--- src/design/mpq_pkg.sv ---
package mpq_pkg;

  typedef enum logic {
    CMD_PUSH = 1'b0,
    CMD_POP  = 1'b1
  } cmd_t;

  typedef enum logic [2:0] {
    ST_IDLE,
    ST_UP_RD,
    ST_UP_CMP,
    ST_DN_RD,
    ST_DN_CMP,
    ST_DN_SEL,
    ST_DONE
  } heap_state_t;

endpackage

--- src/design/mpq_front.sv ---
module mpq_front
  import mpq_pkg::*;
#(
  parameter int DATA_WIDTH = 32
) (
  input  logic                  clk,
  input  logic                  rst,
  input  logic                  start,
  input  logic                  busy,
  input  logic                  cmd,
  input  logic [DATA_WIDTH-1:0] value,
  input  logic                  q_pop,
  output logic                  q_valid,
  output logic                  q_cmd,
  output logic [DATA_WIDTH-1:0] q_value
);

  // One-entry queue between the command port and the heap engine.
  logic                  full;
  logic                  full_next;
  logic                  qc;
  logic [DATA_WIDTH-1:0] qv;

  always_comb begin
    full_next = full;
    if (q_pop) begin
      full_next = 1'b0;
    end
    if (start && !busy) begin
      full_next = 1'b1;
    end
  end

  always_ff @(posedge clk) begin
    if (rst) begin
      full <= 1'b0;
    end else begin
      full <= full_next;
    end
  end

  always_ff @(posedge clk) begin
    if (start && !busy) begin
      qc <= cmd;
      qv <= value;
    end
  end

  assign q_valid = full;
  assign q_cmd   = qc;
  assign q_value = qv;

endmodule

--- config.mk ---
export PLATFORM = sky130hd
export DESIGN_NAME = mpq_front
export DESIGN_NICKNAME = d
export VERILOG_FILES = /design/src/design/mpq_pkg.sv /design/src/design/mpq_front.sv
export SDC_FILE = /design/constraint.sdc
export NUM_CORES = 1
export LEC_CHECK = 0
export BUFFER_PORTS_ARGS = -buffer_cell sky130_fd_sc_hd__buf_2
export CAP_MARGIN = 40
export CORE_AREA = 2 2 53 55
export DETAILED_ROUTE_END_ITERATION = 16
export DIE_AREA = 0 0 55 57
export MAX_ROUTING_LAYER = met4
export PLACE_DENSITY = 0.85
export RECOVER_POWER = 100
export SYNTH_ARGS = -nofsm -noshare
export SYNTH_HDL_FRONTEND = slang
export SYNTH_SLANG_ARGS = --single-unit
--- constraint.sdc ---
create_clock -name clk -period 1.9 [get_ports clk]
set_input_delay 0.19 -clock clk [delete_from_list [all_inputs] [get_ports clk]]
set_output_delay 0.19 -clock clk [all_outputs]
set_load 0.01 [all_outputs]
==> results.txt <==
Run status -> finished, final reports clean
Syn nets -> 75
Router iterations before antenna repair -> 3
Routed len/inst -> 12.6 um
Minimum clock period -> 1.05 ns
Tightest Pin Transition -> 0.405 ns
Max Clk Rate -> 0.948 GHz
Die width -> 55 um
Yosys reg bits -> 34
IO Pins -> 72
Switching share of power -> 0.213
Internal Power -> 1.07 mW
Final Hold Fails -> 0
Fin Setup TNS -> 0 ns
Gpl congestion -> 0.762
Core area -> 2620 um2
Largest delay share family, worst path -> flip-flops
Largest net degree at the start of global routing -> 23
CTS tree -> done
HP Class -> in2reg
Initial antenna violation count -> 0
Worst-Skew Late Latency -> 0.33 ns
Vias -> 657
Post-Syn Area -> 1040 um2
Fillers -> 232
CP Data Required Time -> 1.71 ns
Final period utilization -> 0.555
RSZ-0062 raised after global routing -> false
Post-synthesis sequential area ratio -> 0.971
Post-Place Setup Slack -> 0.701 ns
Critical path buffers and inverters -> 1
Post-route DRC -> 0
Maximum VDD drop -> 0.000698 V
Max incr delay on CP -> 0.40 ns
Post-Route WL -> 1870 um
Buffers on Ports -> 71
NetSw -> 0.289 mW
H-tree level count -> 2
Crit start category -> register
Worst Setup End Kind -> output port
Synth warn -> 0
Max Root-Sink Buffers -> 2
Crit Path Max Fanout -> 1
Largest area contributor in the netlist -> edfxtp_1
TritonCTS Buffers -> 5
Leak -> 0.562 nW
Fin worst setup slack -> 0.846 ns
Share of cells above drive strength 1 -> 0.385
CTS clock-pin slew for the worst setup and hold paths -> 0.10 ns
GR Overflow Total -> 0
Clock sinks -> 34
Endpoints failing setup -> 0
Synth Instances -> 37
Die area -> 3140 um2
CTS resizes -> 0
Avg Synthesized Cell Area -> 28.1 um2
Cell Pwr Density -> 928 nW/um2
Crit path max-delay cell type -> edfxtp_1
Unique masters post-synth -> 5
Synth top area share -> 0.952
Setup bufs post-CTS -> 0
Crit-path cells -> clkbuf_1
Via density -> 4.44
Starting Density -> 0.398
Ant diodes -> 0
Top post-synthesis cells by area -> edfxtp_1 95%, dfxtp_1 1.9%, nor2b_4 1.3%
Max Slew Vio Count -> 0
Initial DRC Count -> 19
Max cap viols -> 0
Clock power share -> 0.259
Worst endpoint data arrival time -> 0.86 ns
CTS Hold Bufs -> 0
# rows -> 19
Final nets -> 154
R2R Setup Slk -> 1.19 ns
Number of global-route vias before repair -> 666
Root Driver -> clkbuf_4
Total Routing Usage GR -> 0.143
Slew margin rel. -> 0.729
Die height -> 57 um
Comb power frac -> 0.086
Non-Filler Instances -> 148
Worst Skew -> 0 ns
First-pass GRT wire length -> 2730 um
Placed cell count -> 140
Syn-to-layout area delta -> 40.5%
Post-route ant nets -> 0
CP Class -> reg2out
Flop pwr share -> 0.655
[layout make-up]
class                   instances  area, um2  share of cell area
multi-input cells               3       30.0              0.0205
clock inverters                 2       10.0             0.00684
repair buffers                 72        332               0.227
flip-flops and latches         34       1010               0.691
well taps                      31       38.8              0.0265
clock buffers                   6       41.3              0.0282
[metal layers]
metal  GRT usage  share of wire
met5           -              0
met2       0.187           0.46
met1       0.150           0.35
met3      0.0707           0.16
met4       0.136          0.033
[kinds of logic (layout without fill, tap and decap cells)]
group,count (synthesis),count (layout),share of synthesized area
compound gates,1,1,0.00962
flops,34,34,0.971
buf+inv,0,80,0
simple gates,2,2,0.0192
[per-stage QoR]
stage               total power, mW  hold WS, ns  area (um2)  utilization
global route                   1.42      0.00590        1460        0.559
global placement               1.03        0.367        1460        0.556
CTS                            1.39      0.00824        1510        0.576
finish                         1.36       0.0303        1460        0.559
detailed placement             1.04        0.368        1460        0.556
floorplan                     0.948        0.289        1040            -
[registers in the layout, indices dropped and copies added, names as in the netlist]
| signal | cells |
|---|---|
| q_cmd | 1 |
| q_valid | 1 |
| q_value | 32 |
[power by group through the flow]
| stage | Sequential [mW] | Clock (mW) | Combinational (mW) |
|---|---|---|---|
| floorplan | 0.934 | 0 | 0.0134 |
| global placement | 0.904 | 0 | 0.129 |
| detailed placement | 0.905 | 0 | 0.132 |
| CTS | 0.889 | 0.370 | 0.132 |
| global route | 0.894 | 0.396 | 0.128 |
| finish | 0.889 | 0.351 | 0.117 |
[cell usage in the layout, fill, tap and decap left out]
cell type,synthesis,final
edfxtp_1,33,33
nor2b_4,1,1
clkinv_2,0,2
dfxtp_1,1,1
buf_12,0,1
clkbuf_4,0,5
nor2b_1,1,1
clkbuf_1,0,36
o21ba_1,1,1
buf_2,0,36
[final timing paths]
path | from | end | cells past startpoint
setup / recovery | q_cmd | q_cmd | 1
hold / removal | value[27] | q_value[27] | 1
setup reg to reg | q_valid | q_valid | 2
hold reg to reg | q_valid | q_valid | 2
[Yosys cell counts]
cell      number
edfxtp_1      33
dfxtp_1        1
nor2b_1        1
nor2b_4        1
o21ba_1        1
Power figures use the tool's default switching activity.
